## src/sv/rled_pkg.sv

```systemverilog
// ----------------------------------------------------------------------------
// rled_pkg
// Shared types and constants for the run-length image decoder: transaction
// payloads, the command phase enum and the status codes.
// ----------------------------------------------------------------------------
package rled_pkg;

  // Width of the pixel accounting counter and of the image size limit
  localparam int unsigned PixelCountBits = 24;
  localparam int unsigned CfgBits        = 24;

  // Literal count byte carries the run length plus this offset
  localparam logic [7:0] LiteralBias = 8'd2;

  typedef enum logic [1:0] {
    PH_CMD     = 2'd0,
    PH_COUNT   = 2'd1,
    PH_LITERAL = 2'd2,
    PH_COLOR   = 2'd3
  } rled_phase_e;

  typedef enum logic [1:0] {
    STAT_OK    = 2'd0,
    STAT_TRUNC = 2'd1,
    STAT_SIZE  = 2'd2
  } rled_status_e;

  typedef struct packed {
    logic [7:0] data_byte;
    logic       last_byte;
  } rled_in_t;

  typedef struct packed {
    logic [7:0]   pixel;
    logic [7:0]   run_length;
    logic         end_of_image;
    rled_status_e status;
  } rled_out_t;

endpackage

```

## src/sv/rled_core.sv

```systemverilog
// ----------------------------------------------------------------------------
// rled_core
// Input register and command phase machine. Each registered byte updates the
// stream state and produces at most one run descriptor in the same cycle.
// ----------------------------------------------------------------------------
module rled_core
  import rled_pkg::*;
(
  input  logic                      clk_i,
  input  logic                      rst_ni,
  input  logic                      in_valid_i,
  output logic                      in_ready_o,
  input  rled_in_t                  in_data_i,
  input  logic [PixelCountBits-1:0] limit_i,
  input  logic                      room_i,
  output logic                      push_o,
  output rled_out_t                 push_data_o
);

  logic                      in_vld_q;
  rled_in_t                  in_q;
  rled_phase_e               phase_q, phase_d;
  logic [7:0]                lit_left_q, lit_left_d;
  logic [7:0]                fill_len_q, fill_len_d;
  logic [PixelCountBits-1:0] written_q, written_d;
  rled_status_e              err_q, err_d;

  logic                      advance;
  logic                      emit;
  logic [7:0]                cnt;
  logic [7:0]                lit_dec;
  logic [7:0]                run_len;
  logic [PixelCountBits:0]   sum;
  logic                      fits;

  // Take a new byte whenever the holding register is free or moving on
  assign advance    = in_vld_q && room_i;
  assign in_ready_o = !in_vld_q || room_i;

  always_ff @(posedge clk_i or negedge rst_ni) begin
    if (!rst_ni) begin
      in_vld_q <= 1'b0;
    end else if (in_valid_i && in_ready_o) begin
      in_vld_q <= 1'b1;
    end else if (advance) begin
      in_vld_q <= 1'b0;
    end
  end

  always_ff @(posedge clk_i) begin
    if (in_valid_i && in_ready_o) begin
      in_q <= in_data_i;
    end
  end

  // Size check shared by literal count and fill color
  assign cnt     = in_q.data_byte - LiteralBias;
  assign lit_dec = lit_left_q - 8'd1;
  assign run_len = (phase_q == PH_COUNT) ? cnt : fill_len_q;
  assign sum     = {1'b0, written_q} + {{(PixelCountBits - 7){1'b0}}, run_len};
  assign fits    = sum <= {1'b0, limit_i};

  // Next stream state
  always_comb begin
    phase_d    = phase_q;
    lit_left_d = lit_left_q;
    fill_len_d = fill_len_q;
    written_d  = written_q;
    err_d      = err_q;
    emit       = 1'b0;
    if (err_q == STAT_OK) begin
      case (phase_q)
        PH_CMD: begin
          if (in_q.data_byte == 8'd0) begin
            phase_d = PH_COUNT;
          end else begin
            fill_len_d = in_q.data_byte;
            phase_d    = PH_COLOR;
          end
          if (in_q.last_byte) begin
            err_d = STAT_TRUNC;
          end
        end
        PH_COUNT: begin
          if (in_q.last_byte && cnt != 8'd0) begin
            err_d = STAT_TRUNC;
          end else if (!fits) begin
            err_d = STAT_SIZE;
          end else begin
            written_d  = sum[PixelCountBits-1:0];
            lit_left_d = cnt;
            phase_d    = (cnt != 8'd0) ? PH_LITERAL : PH_CMD;
          end
        end
        PH_LITERAL: begin
          emit       = 1'b1;
          lit_left_d = lit_dec;
          if (lit_dec == 8'd0) begin
            phase_d = PH_CMD;
          end else if (in_q.last_byte) begin
            err_d = STAT_TRUNC;
          end
        end
        default: begin
          if (!fits) begin
            err_d = STAT_SIZE;
          end else begin
            written_d = sum[PixelCountBits-1:0];
            emit      = 1'b1;
            phase_d   = PH_CMD;
          end
        end
      endcase
    end
  end

  // Build the result transaction
  always_comb begin
    push_o                   = advance && (emit || in_q.last_byte);
    push_data_o.pixel        = emit ? in_q.data_byte : 8'd0;
    push_data_o.run_length   = 8'd0;
    if (emit) begin
      push_data_o.run_length = (phase_q == PH_LITERAL) ? 8'd1 : fill_len_q;
    end
    push_data_o.end_of_image = in_q.last_byte;
    push_data_o.status       = in_q.last_byte ? err_d : STAT_OK;
  end

  // Update state; the last byte of a stream restarts it
  always_ff @(posedge clk_i or negedge rst_ni) begin
    if (!rst_ni) begin
      phase_q    <= PH_CMD;
      lit_left_q <= 8'd0;
      fill_len_q <= 8'd0;
      written_q  <= '0;
      err_q      <= STAT_OK;
    end else if (advance) begin
      if (in_q.last_byte) begin
        phase_q    <= PH_CMD;
        lit_left_q <= 8'd0;
        fill_len_q <= 8'd0;
        written_q  <= '0;
        err_q      <= STAT_OK;
      end else begin
        phase_q    <= phase_d;
        lit_left_q <= lit_left_d;
        fill_len_q <= fill_len_d;
        written_q  <= written_d;
        err_q      <= err_d;
      end
    end
  end

  // A run never pushes the accounted pixel count past the limit
  a_written_in_limit: assert property (@(posedge clk_i) disable iff (!rst_ni)
    (err_q == STAT_OK) |-> (written_q <= limit_i))
    else $error("pixel count exceeds image size");

  // Once an error is latched only the closing transaction goes out
  a_err_quiet: assert property (@(posedge clk_i) disable iff (!rst_ni)
    (push_o && err_q != STAT_OK) |-> (push_data_o.end_of_image &&
                                      push_data_o.run_length == 8'd0))
    else $error("run emitted after error");

endmodule

```

## src/sv/rled_out_q.sv

```systemverilog
// ----------------------------------------------------------------------------
// rled_out_q
// Two-entry result queue. Decouples the downstream ready from the decoder so
// that a new byte is taken while a finished run waits to be read.
// ----------------------------------------------------------------------------
module rled_out_q
  import rled_pkg::*;
(
  input  logic      clk_i,
  input  logic      rst_ni,
  input  logic      push_i,
  input  rled_out_t push_data_i,
  output logic      room_o,
  output logic      out_valid_o,
  input  logic      out_ready_i,
  output rled_out_t out_data_o
);

  rled_out_t   mem_q [2];
  logic        wr_ptr_q;
  logic        rd_ptr_q;
  logic [1:0]  count_q;
  logic        pop;

  assign room_o      = count_q != 2'd2;
  assign out_valid_o = count_q != 2'd0;
  assign out_data_o  = mem_q[rd_ptr_q];
  assign pop         = out_valid_o && out_ready_i;

  // Store the pushed transaction
  always_ff @(posedge clk_i) begin
    if (push_i) begin
      mem_q[wr_ptr_q] <= push_data_i;
    end
  end

  // Advance pointers and occupancy
  always_ff @(posedge clk_i or negedge rst_ni) begin
    if (!rst_ni) begin
      wr_ptr_q <= 1'b0;
      rd_ptr_q <= 1'b0;
      count_q  <= 2'd0;
    end else begin
      if (push_i) begin
        wr_ptr_q <= !wr_ptr_q;
      end
      if (pop) begin
        rd_ptr_q <= !rd_ptr_q;
      end
      if (push_i && !pop) begin
        count_q <= count_q + 2'd1;
      end else if (pop && !push_i) begin
        count_q <= count_q - 2'd1;
      end
    end
  end

  a_no_overflow: assert property (@(posedge clk_i) disable iff (!rst_ni)
    push_i |-> (count_q != 2'd2))
    else $error("result queue overflow");

  a_ptr_count: assert property (@(posedge clk_i) disable iff (!rst_ni)
    (count_q == 2'd1) |-> (wr_ptr_q != rd_ptr_q))
    else $error("result queue pointers out of step");

endmodule

```

## src/sv/rle_image_decoder.sv

```systemverilog
// An accepted byte is held in the input register; its run descriptor is then written
//   into the result queue, whose head drives the output.
// Throughput: one byte per cycle while the result queue has room.
// Bytes that close no run, other than the last byte of a stream, are consumed without a result transaction.
// Reset (rst_ni low, asynchronous): stream state idle, queue empty, image
//   size register zero.
// ----------------------------------------------------------------------------
// rle_image_decoder
// Streaming byte run-length decoder. Turns compressed bytes into run
// descriptors and flags truncation and image size overflow.
// ----------------------------------------------------------------------------
module rle_image_decoder
  import rled_pkg::*;
(
  input  logic               clk_i,
  input  logic               rst_ni,
  input  logic               in_valid_i,
  output logic               in_ready_o,
  input  rled_in_t           in_data_i,
  output logic               out_valid_o,
  input  logic               out_ready_i,
  output rled_out_t          out_data_o,
  input  logic               cfg_we_i,
  input  logic [CfgBits-1:0] cfg_wdata_i
);

  logic [CfgBits-1:0]        image_pixels_q;
  logic [31:0]               image_pixels_ext;
  logic [PixelCountBits-1:0] limit;
  logic                      room;
  logic                      push;
  rled_out_t                 push_data;

  // Hold the image size register
  always_ff @(posedge clk_i or negedge rst_ni) begin
    if (!rst_ni) begin
      image_pixels_q <= '0;
    end else if (cfg_we_i) begin
      image_pixels_q <= cfg_wdata_i;
    end
  end

  // Fit the limit to the pixel counter width
  assign image_pixels_ext = {{(32 - CfgBits){1'b0}}, image_pixels_q};
  assign limit            = image_pixels_ext[PixelCountBits-1:0];

  rled_core u_core (
    .clk_i       (clk_i),
    .rst_ni      (rst_ni),
    .in_valid_i  (in_valid_i),
    .in_ready_o  (in_ready_o),
    .in_data_i   (in_data_i),
    .limit_i     (limit),
    .room_i      (room),
    .push_o      (push),
    .push_data_o (push_data)
  );

  rled_out_q u_out_q (
    .clk_i       (clk_i),
    .rst_ni      (rst_ni),
    .push_i      (push),
    .push_data_i (push_data),
    .room_o      (room),
    .out_valid_o (out_valid_o),
    .out_ready_i (out_ready_i),
    .out_data_o  (out_data_o)
  );

endmodule

```

## config.mk

```make
export PLATFORM = sky130hd
export DESIGN_NAME = rle_image_decoder
export DESIGN_NICKNAME = d
export VERILOG_FILES = /design/src/sv/rled_pkg.sv /design/src/sv/rled_core.sv /design/src/sv/rled_out_q.sv /design/src/sv/rle_image_decoder.sv
export SDC_FILE = /design/constraint.sdc
export NUM_CORES = 1
export LEC_CHECK = 0
export BUFFER_PORTS_ARGS = -buffer_cell sky130_fd_sc_hd__buf_2
export CORE_ASPECT_RATIO = 0.9
export CORE_MARGIN = 4
export CORE_UTILIZATION = 60
export CTS_CLUSTER_DIAMETER = 40
export DETAILED_ROUTE_END_ITERATION = 12
export PLACE_DENSITY_LB_ADDON = 0.08
export SKIP_CTS_REPAIR_TIMING = 1
export SLEW_MARGIN = 10
export SYNTH_ARGS = -nofsm -noshare
export SYNTH_HDL_FRONTEND = slang
export SYNTH_SLANG_ARGS = --single-unit
```

## constraint.sdc

```tcl
create_clock -name clk_i -period 10.45 [get_ports clk_i]
set_clock_uncertainty 0.05 [all_clocks]
set_input_delay 2.6125 -clock clk_i [delete_from_list [all_inputs] [get_ports clk_i]]
set_output_delay 2.6125 -clock clk_i [all_outputs]
set_load 0.005 [all_outputs]
```

==> key figures, run 1 <==
Status
  • Status: completed

Detailed routing
  • Initial DRC Count: 421
  • Detailed-route via count: 5,024
  • Routed Antenna Nets: 0
  • Routed len/inst: 17.5 microns
  • Via density: 5.96
  • Pre-antenna DRT Iters: 6
  • DRC Markers: 0
  • Final WL: 14,700 microns

Cells and area
  • FILL cells: 762
  • P&R area growth vs syn: 14.5%
  • Final #Nets: 782
  • Layout cells sized above 1: 0.179
  • Post-route cell area: 0.00748 sq mm
  • # diodes: 0

Synthesis
  • Syn_area_per_cell: 10.2 sq um
  • Ys async rst share: 0.608
  • Top_reg_cell synth: dfrtp_1
  • Yosys cell types: 57
  • Compound-Gate Fraction of Synth Area: 0.144
  • Area of the mapped netlist: 0.00654 sq mm
  • Yosys warnings: 0
  • Syn Inst Count: 644
  • Post-synth EDFFs: 47
  • Largest family of logic cells by synthesized area: simple AND/OR/NAND/NOR gates
  • Multiplexer share of the synthesized area: 0.0429
  • Synth Area in Simple Gates: 0.148
  • #FFs+latches synth: 120
  • Post-Synth Adder-Cell Area: 0.0834
  • Synth Area in XOR/XNOR: 0.0456
  • Syn nets: 725
  • Post-synthesis sequential area ratio: 0.495

Timing
  • Least-Margin Pin Slew: 0.937 ns
  • Slew HR: 0.375
  • RSZ-0062 raised after global routing: false
  • Final hold viol count: 0
  • Final TNS setup: 0 ns
  • Tmin final: 6.26 ns
  • Final Max Slew Viols: 0
  • Final setup margin: 4.19 ns
  • Tcrit/Tclk final: 0.599
  • Fmax achieved: 160 MHz
  • Setup violators final: 0

Placed design
  • Routability Congestion: 0.906
  • Port Buf Inserts: 58
  • DP Wirelength: 10,400 microns
  • Pre-CTS setup slack: 4.26 ns
  • Placed inst area: 0.00692 sq mm

Hold path
  • Min-Delay Path Class: reg2reg
  • Hold path start: u_out_q.wr_ptr_q$_DFFE_PN0P_

Global route
  • Total track usage: 0.246
  • Total grt overflow: 0
  • Largest net degree at the start of global routing: 74
  • Antenna violations before repair: 0
  • Vias in the first global route: 5,004
  • First-pass GRT wire length: 24,600 microns

Power
  • Worst vdd ir: 0.146 mV
  • PwrDens: 275 mW/mm^2
  • Leak: 3.30 nW

Floorplanning
  • Die height: 107 microns
  • Die Width: 118 microns
  • Ports: 59
  • Core area: 0.0104 sq mm
  • Row Count: 35
  • DIE AREA: 0.0126 sq mm
  • Starting density of the core: 0.627

Worst setup path
  • WS Path Type: reg2reg
  • Crit path max fanout: 19
  • R2r startpoint: u_core.phase_q[1]$_DFFE_PN0P_
  • CP endpoint kind: flop
  • Critical Path RT: 10.44 ns
  • Crit path DAT: 6.26 ns
  • Startpoint types: flop
  • Setup crit start: u_core.phase_q[1]$_DFFE_PN0P_

CTS
  • Root Driver: clkbuf_16
  • CTS buffer count: 17
  • Clock tree buffer depth: 2
  • CTS sink cnt: 120
  • Clk Latency, worst-skew pair: 0.42 ns
  • CTS H-tree depth: 4
  • TritonCTS clock tree: built
  • Worst-path clk slew: 0.06 ns

Flow run
  • Max_cap viols: 0
==> per-layer routing <==
metal | wire (microns) | GRT usage | up-vias
li1 | - | - | 2407
met1 | 6840 | 0.340 | 2423
met2 | 6770 | 0.381 | 164
met3 | 898 | 0.0654 | 30
met4 | 241 | 0.0770 | 0
met5 | 0 | 0 | -
==> power breakdown <==
| part | internal [W] | leakage [nW] | total [W] | switching (W) |
|---|---|---|---|---|
| Sequential | 0.000614 | 1.39 | 0.000699 | 0.0000858 |
| Clock | 0.000331 | 0.271 | 0.000560 | 0.000229 |
| Combinational | 0.000313 | 1.64 | 0.000802 | 0.000489 |
| Total | 0.00126 | 3.30 | 0.00206 | 0.000804 |
==> cell usage after synthesis, types with 4 or more instances <==
cell	number	share of area
a31oi_1	5	0.0048
o31ai_1	11	0.013
a22oi_1	7	0.0080
nand4_1	7	0.0067
a21o_1	4	0.0046
edfxtp_1	47	0.22
clkbuf_1	20	0.011
nand2_1	86	0.049
nor3b_1	7	0.0080
a21oi_1	30	0.023
mux2_2	21	0.036
xor2_1	9	0.012
xnor2_1	25	0.033
nor3_1	8	0.0061
dfrtp_1	73	0.28
nor2_1	47	0.027
ha_1	42	0.080
inv_1	43	0.025
o21ai_0	60	0.046
nand3_1	9	0.0069
and3_1	7	0.0067
and2_1	10	0.0096
a22o_1	8	0.011
nand2b_1	4	0.0038
==> path summary, 6_finish.rpt <==
path / slack [ns] / cells after the start / to
min reg2reg: 0.46 / 1 / u_out_q.wr_ptr_q$_DFFE_PN0P_
max reg2reg: 4.19 / 22 / u_out_q.mem_q[1][4]$_DFFE_PP_
min: 0.46 / 1 / u_out_q.wr_ptr_q$_DFFE_PN0P_
min in group asynchronous: 2.37 / 2 / image_pixels_q[5]$_DFFE_PN0P_
max: 4.19 / 22 / u_out_q.mem_q[1][4]$_DFFE_PP_
max in group asynchronous: 7.37 / 2 / u_core.written_q[16]$_DFFE_PN0P_
==> per-stage QoR <==
step / util / power (W) / instances / hold WS [ns]
after global placement: 0.664 / 0.00146 / 811 / 0.411
final: 0.718 / 0.00206 / 843 / 0.457
after floorplan: - / 0.00126 / 644 / 0.399
after detailed placement: 0.664 / 0.00149 / 811 / 0.452
after global routing: 0.718 / 0.00220 / 843 / 0.482
after CTS: 0.718 / 0.00206 / 843 / 0.462
==> worst max-delay path: stages, from the launching register on <==
cell and delay [ns]:
dfrtp_1 0.41, inv_1 0.11, ha_1 0.50, inv_1 0.18, mux2i_1 0.26, ha_1 0.28
a21o_1 0.15, a21oi_1 0.28, o211ai_1 0.17, a31oi_1 0.52, nor3_1 0.11, and2_1 0.19
xor2_1 0.19, ha_1 0.28, nand4_2 0.12, nor2_1 0.06, a211oi_1 0.24, a311oi_1 0.14
o31ai_2 0.28, and2_4 0.26, mux2i_2 0.10, a21oi_2 0.23, and2_1 0.75
==> final cells by class <==
type,count,area [sq um],area share
sequential,120,3240,0.433
multi-input combinational,456,3030,0.405
clock buffer,17,425,0.0568
timing repair buffer,63,328,0.0438
inverter,43,161,0.0216
tap,129,161,0.0216
clock inverter,15,141,0.0189
==> registers in the layout (all words and copies together), names as in the netlist <==
signal and flops:
u_out_q.wr_ptr_q 1, u_core.phase_q 2, u_core.in_q 8, u_core.err_q 2, u_core.lit_left_q 8, u_out_q.mem_q 38, u_core.written_q 24, u_core.push_data_o 1
u_out_q.count_q 2, u_core.fill_len_q 8, u_core.in_vld_q 1, image_pixels_q 24, u_out_q.rd_ptr_q 1
==> cell usage in the layout (no fill, tap or decap), drive strengths merged, types with 21 or more instances in the layout <==
| cell type | n |
|---|---|
| xnor2 | 25 |
| ha | 42 |
| inv | 49 |
| dfrtp | 73 |
| a21oi | 31 |
| nor2 | 47 |
| edfxtp | 47 |
| o21ai | 64 |
| nand2 | 86 |
| buf | 63 |
| mux2 | 21 |
==> kinds of logic after synthesis <==
family                   count (synthesis)
buffers and inverters                   68
flip-flops                             120
adder cells (fa/ha/maj)                 43
multiplexers                            25
AND/OR/NAND/NOR                        205
AO/OA/AOI/OAI                          149
XOR/XNOR                                34
Note: power is estimated with default switching activity, not from simulation.
==> run 2: changes to the inputs <==
- ABC_AREA: default -> 1
- CORE_UTILIZATION: 60 -> 54
- clock period: 10.45 -> 5.4 ns (I/O delays scaled with it)
==> key figures, run 2 <==
Global route
  • Vias in the first global route: 5,349 (+6.9%)
  • First-pass GRT wire length: 25,900 microns (+5.6%)
  • Layer carrying the most global-route usage: met2
  • Largest net degree at the start of global routing: 48 (-35%)
  • Met1 GRT Util: 0.308 (-0.0321)
  • Total grt overflow: 0 (unchanged)
  • Total track usage: 0.226 (-0.0199)
  • M3 GR Usage: 0.0506 (-0.0148)
  • GR Util met2: 0.362 (-0.0183)
  • Antenna violations before repair: 0 (unchanged)

Synthesis
  • Area of the mapped netlist: 0.00686 sq mm (+4.9%)
  • Yosys warnings: 0 (unchanged)
  • Yosys cell types: 43 (-25%)
  • Top_reg_cell synth: dfrtp_1
  • #FFs+latches synth: 120 (unchanged)
  • Post-synth EDFFs: 47 (unchanged)
  • Syn_area_per_cell: 8.52 sq um (-16%)
  • Top-count cell post-synth: nand2_1
  • Largest cells by area after synthesis: dfrtp_1 (27%), edfxtp_1 (21%), nand2_1 (13%)
  • Syn nets: 886 (+22%)
  • Post-synthesis sequential area ratio: 0.472 (-0.0231)
  • Most area-hungry cell type in the Yosys netlist: dfrtp_1
  • Ys async rst share: 0.608 (unchanged)
  • Top cell type's share of synthesized area: 0.266 (-0.0131)
  • Synth cell count leaders: nand2_1 (240), inv_1 (97), dfrtp_1 (73), o21ai_0 (51)
  • Syn Inst Count: 805 (+25%)

Placed design
  • Port Buf Inserts: 58 (unchanged)
  • Placed Cells: 1,006 (+24%)
  • DP Wirelength: 11,200 microns (+8.3%)
  • Routability Congestion: 0.950 (+4.8%)
  • Placed inst area: 0.00730 sq mm (+5.6%)

Detailed routing
  • DRC Markers: 0 (unchanged)
  • Initial DRC Count: 417 (-0.95%)
  • Routed len/inst: 15.0 microns (-14%)
  • Via density: 5.24 (-12%)
  • Routed Antenna Nets: 0 (unchanged)
  • Pre-antenna DRT Iters: 6 (unchanged)
  • Detailed-route via count: 5,478 (+9.0%)
  • Final WL: 15,700 microns (+6.6%)

Cells and area
  • Most common cell after layout, fill and taps aside: nand2_1
  • Largest register FFs: 38 (unchanged)
  • Biggest regs: u_out_q.mem_q: 38 flops, image_pixels_q: 24 flops, u_core.written_q: 24 flops
  • P&R area growth vs syn: 17.5%
  • Top reg by flops: u_out_q.mem_q
  • # diodes: 0 (unchanged)
  • Final #Nets: 954 (+22%)
  • Final core utilization: 0.660 (-0.0585)
  • Reg area: 0.00324 sq mm (unchanged)
  • Post-route cell area: 0.00806 sq mm (+7.7%)
  • Layout cells sized above 1: 0.186 (+0.00696)
  • Most frequent cells in the layout: nand2_1 (238), inv_1 (95), dfrtp_1 (73)
  • Non-Filler Instances: 1,046 (+24%)
  • Multi-input logic area: 0.00319 sq mm (+5.3%)
  • FILL cells: 996 (+31%)

Power
  • Worst vdd ir: 0.476 mV (+230%)
  • Comb pwr share: 0.402 (+0.013)
  • Switch Pwr: 0.00163 W (+100%)
  • Clock power frac: 0.281 (+0.009)
  • P_int: 0.00255 W (+100%)
  • Part of the power in registers: 0.317 (-0.022)
  • Sw frac: 0.390 (about the same)
  • PwrDens: 520 mW/mm^2 (+89%)
  • Leak: 3.93 nW (+19%)

CTS
  • CTS H-tree depth: 4 (unchanged)
  • Worst-path clk slew: 0.06 ns (about the same)
  • Clk Latency, worst-skew pair: 0.42 ns (about the same)
  • Clock tree buffer depth: 2 (unchanged)
  • TritonCTS clock tree: built
  • CTS sink cnt: 120 (unchanged)
  • CTS buffer count: 17 (unchanged)
  • Root Driver: clkbuf_16

Timing
  • Tcrit/Tclk final: 0.962 (+0.362)
  • Setup violators final: 0 (unchanged)
  • Slew HR: 0.364 (-0.0110)
  • Tmin final: 5.19 ns (-1.07 ns)
  • Final Max Slew Viols: 0 (unchanged)
  • Least-Margin Pin Slew: 0.953 ns (+0.0165 ns)
  • Fmax achieved: 193 MHz (+21%)
  • Final TNS setup: 0 ns (unchanged)
  • Hold_ws: 0.422 ns (-0.0346 ns)
  • Final hold viol count: 0 (unchanged)

Floorplanning
  • Die Width: 127 microns (+7.4%)
  • Starting density of the core: 0.561 (-0.0660)
  • Row Count: 38 (+8.6%)
  • DIE AREA: 0.0146 sq mm (+15%)
  • Ports: 59 (unchanged)
  • Die height: 115 microns (+7.4%)
  • Core area: 0.0122 sq mm (+17%)

Worst setup path
  • CP peak stage delay: 0.50 ns (-0.25 ns)
  • Critical Path RT: 5.64 ns (-4.80 ns)
  • CP max-delay cell: edfxtp_1
  • Register-to-register setup slack: 0.21 ns (-3.98 ns)
  • CP endpoint kind: flop
  • Startpoint types: flop
  • Crit path max fanout: 5 (-14)
  • Largest delay share family, worst path: simple AND/OR/NAND/NOR gates
  • WP buf/inv: 3 (+1)
  • WS Path Type: reg2reg
  • Crit path DAT: 5.43 ns (-0.83 ns)

Status
  • Status: completed

Hold path
  • Min-Delay Path Class: reg2reg

Flow run
  • Max_cap viols: 0 (unchanged)
[run 2: cell types whose count changed after synthesis, sizes merged, moves of 7 or more]
| cell | change |
|---|---|
| a22o | -8 |
| nand2 | +167 |
| inv | +57 |
| xor2 | +7 |
| mux2 | -20 |
| nand3 | +32 |
| a21oi | -13 |
| a22oi | -7 |
| o31ai | -12 |
| and3 | -7 |
| o21ai | +9 |
| and2 | -11 |
[run 2: cell type report]
class	instances	area share
repair buffers	74	0.0545
well taps	160	0.0248
flip-flops and latches	120	0.402
clock inverters	14	0.0225
inverters	101	0.0475
multi-input cells	559	0.396
clock buffers	18	0.0532
[run 2: final timing paths]
path,startpoint,end,cells past startpoint
max,u_core.in_q[2]$_DFFE_PP_,u_out_q.count_q[1]$_DFFE_PN0P_,27
min,u_out_q.wr_ptr_q$_DFFE_PN0P_,u_out_q.wr_ptr_q$_DFFE_PN0P_,2
max reg2reg,u_core.in_q[2]$_DFFE_PP_,u_out_q.count_q[1]$_DFFE_PN0P_,27
min reg2reg,u_out_q.wr_ptr_q$_DFFE_PN0P_,u_out_q.wr_ptr_q$_DFFE_PN0P_,2
max in group asynchronous,rst_ni,u_out_q.count_q[1]$_DFFE_PN0P_,2
min in group asynchronous,rst_ni,image_pixels_q[6]$_DFFE_PN0P_,1
[run 2: per-stage QoR]
step                total power, W  setup WS, ns
floorplan                  0.00247         0.241
global placement           0.00290         0.315
detailed placement         0.00294        0.0894
CTS                        0.00414       -0.0301
global route               0.00450       -0.0578
finish                     0.00419         0.206
[run 2: tightest hold or removal path, delay by kind of cell (launching register included)]
family	cells	cell delay, ns
flip-flops	1	0.34
AND/OR/NAND/NOR	2	0.10
[run 2: metal layers]
layer  part of all wire  wire length, microns
met1               0.46                  7170
met4              0.015                   242
met3              0.054                   855
met5                  0                     0
met2               0.47                  7460
[run 2: power by group through the flow]
stage,registers (W),logic (W),clock network (W)
floorplan,0.00128,0.00120,0
global placement,0.00133,0.00157,0
detailed placement,0.00134,0.00160,0
CTS,0.00132,0.00162,0.00119
global route,0.00135,0.00191,0.00124
finish,0.00133,0.00168,0.00118
[run 2: cell families (layout without fill, tap and decap cells)]
logic type               count (synthesis)  in the layout  synth area share
AND/OR/NAND/NOR                        375            375             0.234
buffers and inverters                  126            207            0.0744
flip-flops                             120            120             0.472
AO/OA/AOI/OAI                          105            105            0.0938
adder cells (fa/ha/maj)                 43             43            0.0795
XOR/XNOR                                35             35            0.0447
multiplexers                             1              1           0.00164
==> run 3: changes to the inputs <==
- CORE_UTILIZATION: 54 -> 60
- RECOVER_POWER: default -> 25
- clock period: 5.4 -> 6.1 ns (I/O delays scaled with it)
==> key figures, run 3 (synthesis results as in run 2) <==
Status
  • Status: finished with violations
  • Violated checks: capacitance limit, slew limit

Detailed routing
  • Routed len/inst: 14.5 microns (-3.6%)
  • Routed Antenna Nets: 0 (unchanged)
  • Pre-antenna DRT Iters: 6 (unchanged)
  • Initial DRC Count: 473 (+13%)
  • Via density: 5.30 (+1.3%)
  • DRC Markers: 0 (unchanged)
  • Detailed-route via count: 5,436 (-0.77%)
  • Final WL: 14,900 microns (-5.5%)

Worst setup path
  • Startpoint types: flop
  • CP max-delay cell: edfxtp_1
  • CP endpoint kind: flop
  • R2r startpoint: u_core.in_q[2]$_DFFE_PP_
  • Crit-path most repeated cell: nand2_1
  • Critical Path RT: 6.34 ns (+0.70 ns)
  • Crit path DAT: 5.91 ns (+0.48 ns)
  • Register-to-register setup slack: 0.43 ns (+0.22 ns)
  • Crit path max fanout: 17 (+12)
  • Reg2Reg Depth: 28 (+3.7%)
  • CP peak stage delay: 0.50 ns (about the same)
  • WS Path Type: reg2reg
  • Reg2reg end: u_out_q.count_q[1]$_DFFE_PN0P_

Cells and area
  • Top reg by flops: u_out_q.mem_q
  • Largest register FFs: 38 (unchanged)
  • Most common cell after layout, fill and taps aside: nand2_1
  • Layout cells sized above 1: 0.149 (-0.0373)
  • P&R area growth vs syn: 12.7%
  • Final core utilization: 0.703 (+0.0436)
  • Most frequent cells in the layout: nand2_1 (240), inv_1 (96), dfrtp_1 (73)
  • Final #Nets: 941 (-1.4%)
  • Biggest regs: u_out_q.mem_q: 38 flops, image_pixels_q: 24 flops, u_core.written_q: 24 flops
  • # diodes: 0 (unchanged)
  • Post-route cell area: 0.00773 sq mm (-4.1%)

Timing
  • Hold_ws: 0.425 ns (+0.00274 ns)
  • Tmin final: 5.67 ns (+0.481 ns)
  • Final setup margin: 0.425 ns (+0.219 ns)
  • Least-Margin Pin Slew: 1.71 ns (+0.752 ns)
  • Final hold viol count: 0 (unchanged)
  • Fmax achieved: 176 MHz (-8.5%)
  • Final TNS setup: 0 ns (unchanged)
  • Setup violators final: 0 (unchanged)
  • Slew HR: -0.137 (-0.502)
  • Tcrit/Tclk final: 0.930 (-0.0315)
  • RSZ-0062 raised after global routing: false
  • Final Max Slew Viols: 80 (+80)

Global route
  • Total grt overflow: 0 (unchanged)
  • Vias in the first global route: 5,276 (-1.4%)
  • Total track usage: 0.242 (+0.0159)
  • Antenna violations before repair: 0 (unchanged)
  • First-pass GRT wire length: 24,900 microns (-4.0%)
  • Largest net degree at the start of global routing: 48 (unchanged)

Floorplanning
  • Ports: 59 (unchanged)
  • Row Count: 36 (-5.3%)
  • DIE AREA: 0.0132 sq mm (-9.4%)
  • Core area: 0.0110 sq mm (-10%)
  • Starting density of the core: 0.624 (+0.0627)
  • Die Width: 121 microns (-4.8%)
  • Die height: 109 microns (-4.8%)

Placed design
  • Port Buf Inserts: 58 (unchanged)
  • Placed inst area: 0.00723 sq mm (-0.99%)
  • Routability Congestion: 0.944 (-0.64%)
  • DP Wirelength: 10,900 microns (-2.5%)
  • Pre-CTS setup slack: 0.464 ns (+0.375 ns)

Flow run
  • Max_cap viols: 2 (+2)

CTS
  • CTS sink cnt: 120 (unchanged)
  • CTS H-tree depth: 4 (unchanged)
  • CTS buffer count: 17 (unchanged)
  • Clock tree buffer depth: 2 (unchanged)
  • Root Driver: clkbuf_16
  • TritonCTS clock tree: built
  • Worst-path clk slew: 0.05 ns (about the same)
  • Clk Latency, worst-skew pair: 0.42 ns (about the same)

Hold path
  • Hold path start: u_core.lit_left_q[3]$_DFFE_PN0P_
  • End of the worst hold path: u_core.lit_left_q[3]$_DFFE_PN0P_
  • Worst hold stages: 2 (unchanged)
  • Min-Delay Path Class: reg2reg

Power
  • Part of the power in registers: 0.343 (+0.026)
  • Clock power frac: 0.248 (-0.033)
  • PwrDens: 443 mW/mm^2 (-15%)
  • Worst vdd ir: 0.272 mV (-43%)
  • Comb pwr share: 0.409 (+0.007)
  • P_int: 0.00203 W (-20%)
  • Leak: 3.76 nW (-4.3%)
  • Sw frac: 0.406 (+0.0164)
  • Switch Pwr: 0.00139 W (-15%)
run 3: cell count changes in the layout (fill, tap and decap cells not counted), moves of 3 or more:
cell | before | now
buf_2 | 58 | 55
buf_4 | 13 | 3
bufinv_16 | 4 | 0
clkbuf_1 | 1 | 7
ha_1 | 39 | 42
ha_2 | 3 | 0
o21ai_0 | 48 | 51
run 3: critical path: cells and delay by family, from the launching register on:
family | cells | cell delay [ns]
XOR/XNOR | 3 | 0.72
flip-flops | 1 | 0.50
AND/OR/NAND/NOR | 15 | 2.49
adder cells (fa/ha/maj) | 4 | 1.15
AO/OA/AOI/OAI | 3 | 0.37
buffers and inverters | 3 | 0.28
run 3: worst max path at each step:
| stage | startpoint | end | slack, ns | cells past startpoint |
|---|---|---|---|---|
| final | u_core.in_q[2]$_DFFE_PP_ | u_out_q.count_q[1]$_DFFE_PN0P_ | 0.43 | 28 |
| after CTS | u_core.in_q[2]$_DFFE_PP_ | u_out_q.mem_q[0][5]$_DFFE_PP_ | 0.38 | 24 |
| after global placement | u_core.in_q[2]$_DFFE_PP_ | u_out_q.mem_q[0][10]$_DFFE_PP_ | 0.69 | 24 |
| after global routing | u_core.in_q[2]$_DFFE_PP_ | u_out_q.count_q[1]$_DFFE_PN0P_ | 0.01 | 28 |
| after detailed placement | u_core.in_q[2]$_DFFE_PP_ | u_out_q.mem_q[0][5]$_DFFE_PP_ | 0.46 | 24 |
| after floorplan | u_core.phase_q[1]$_DFFE_PN0P_ | u_out_q.mem_q[1][0]$_DFFE_PP_ | 0.94 | 26 |
run 3: cell type report:
cell class	count	area (sq um)
inverter	101	383
fill	914	3260
multi-input combinational	559	3110
sequential	120	3240
tap	152	190
clock inverter	11	58.8
timing repair buffer	61	309
clock buffer	21	440
run 3: layer usage:
layer | track usage | up-vias | routed length (microns)
li1 | - | 2703 | -
met2 | 0.373 | 153 | 6940
met4 | 0.0817 | 0 | 248
met3 | 0.0715 | 23 | 845
met5 | 0 | - | 0
met1 | 0.330 | 2557 | 6820
run 3: through the flow:
| step | instances | total power (W) |
|---|---|---|
| floorplan | 805 | 0.00219 |
| global placement | 993 | 0.00250 |
| detailed placement | 993 | 0.00256 |
| CTS | 1025 | 0.00343 |
| global route | 1025 | 0.00369 |
| finish | 1025 | 0.00343 |
run 3: power by group through the flow:
| stage | Combinational [W] | Clock [W] | Sequential [W] |
|---|---|---|---|
| floorplan | 0.00106 | 0 | 0.00113 |
| global placement | 0.00132 | 0 | 0.00118 |
| detailed placement | 0.00138 | 0 | 0.00118 |
| CTS | 0.00140 | 0.000861 | 0.00117 |
| global route | 0.00159 | 0.000906 | 0.00120 |
| finish | 0.00140 | 0.000849 | 0.00117 |
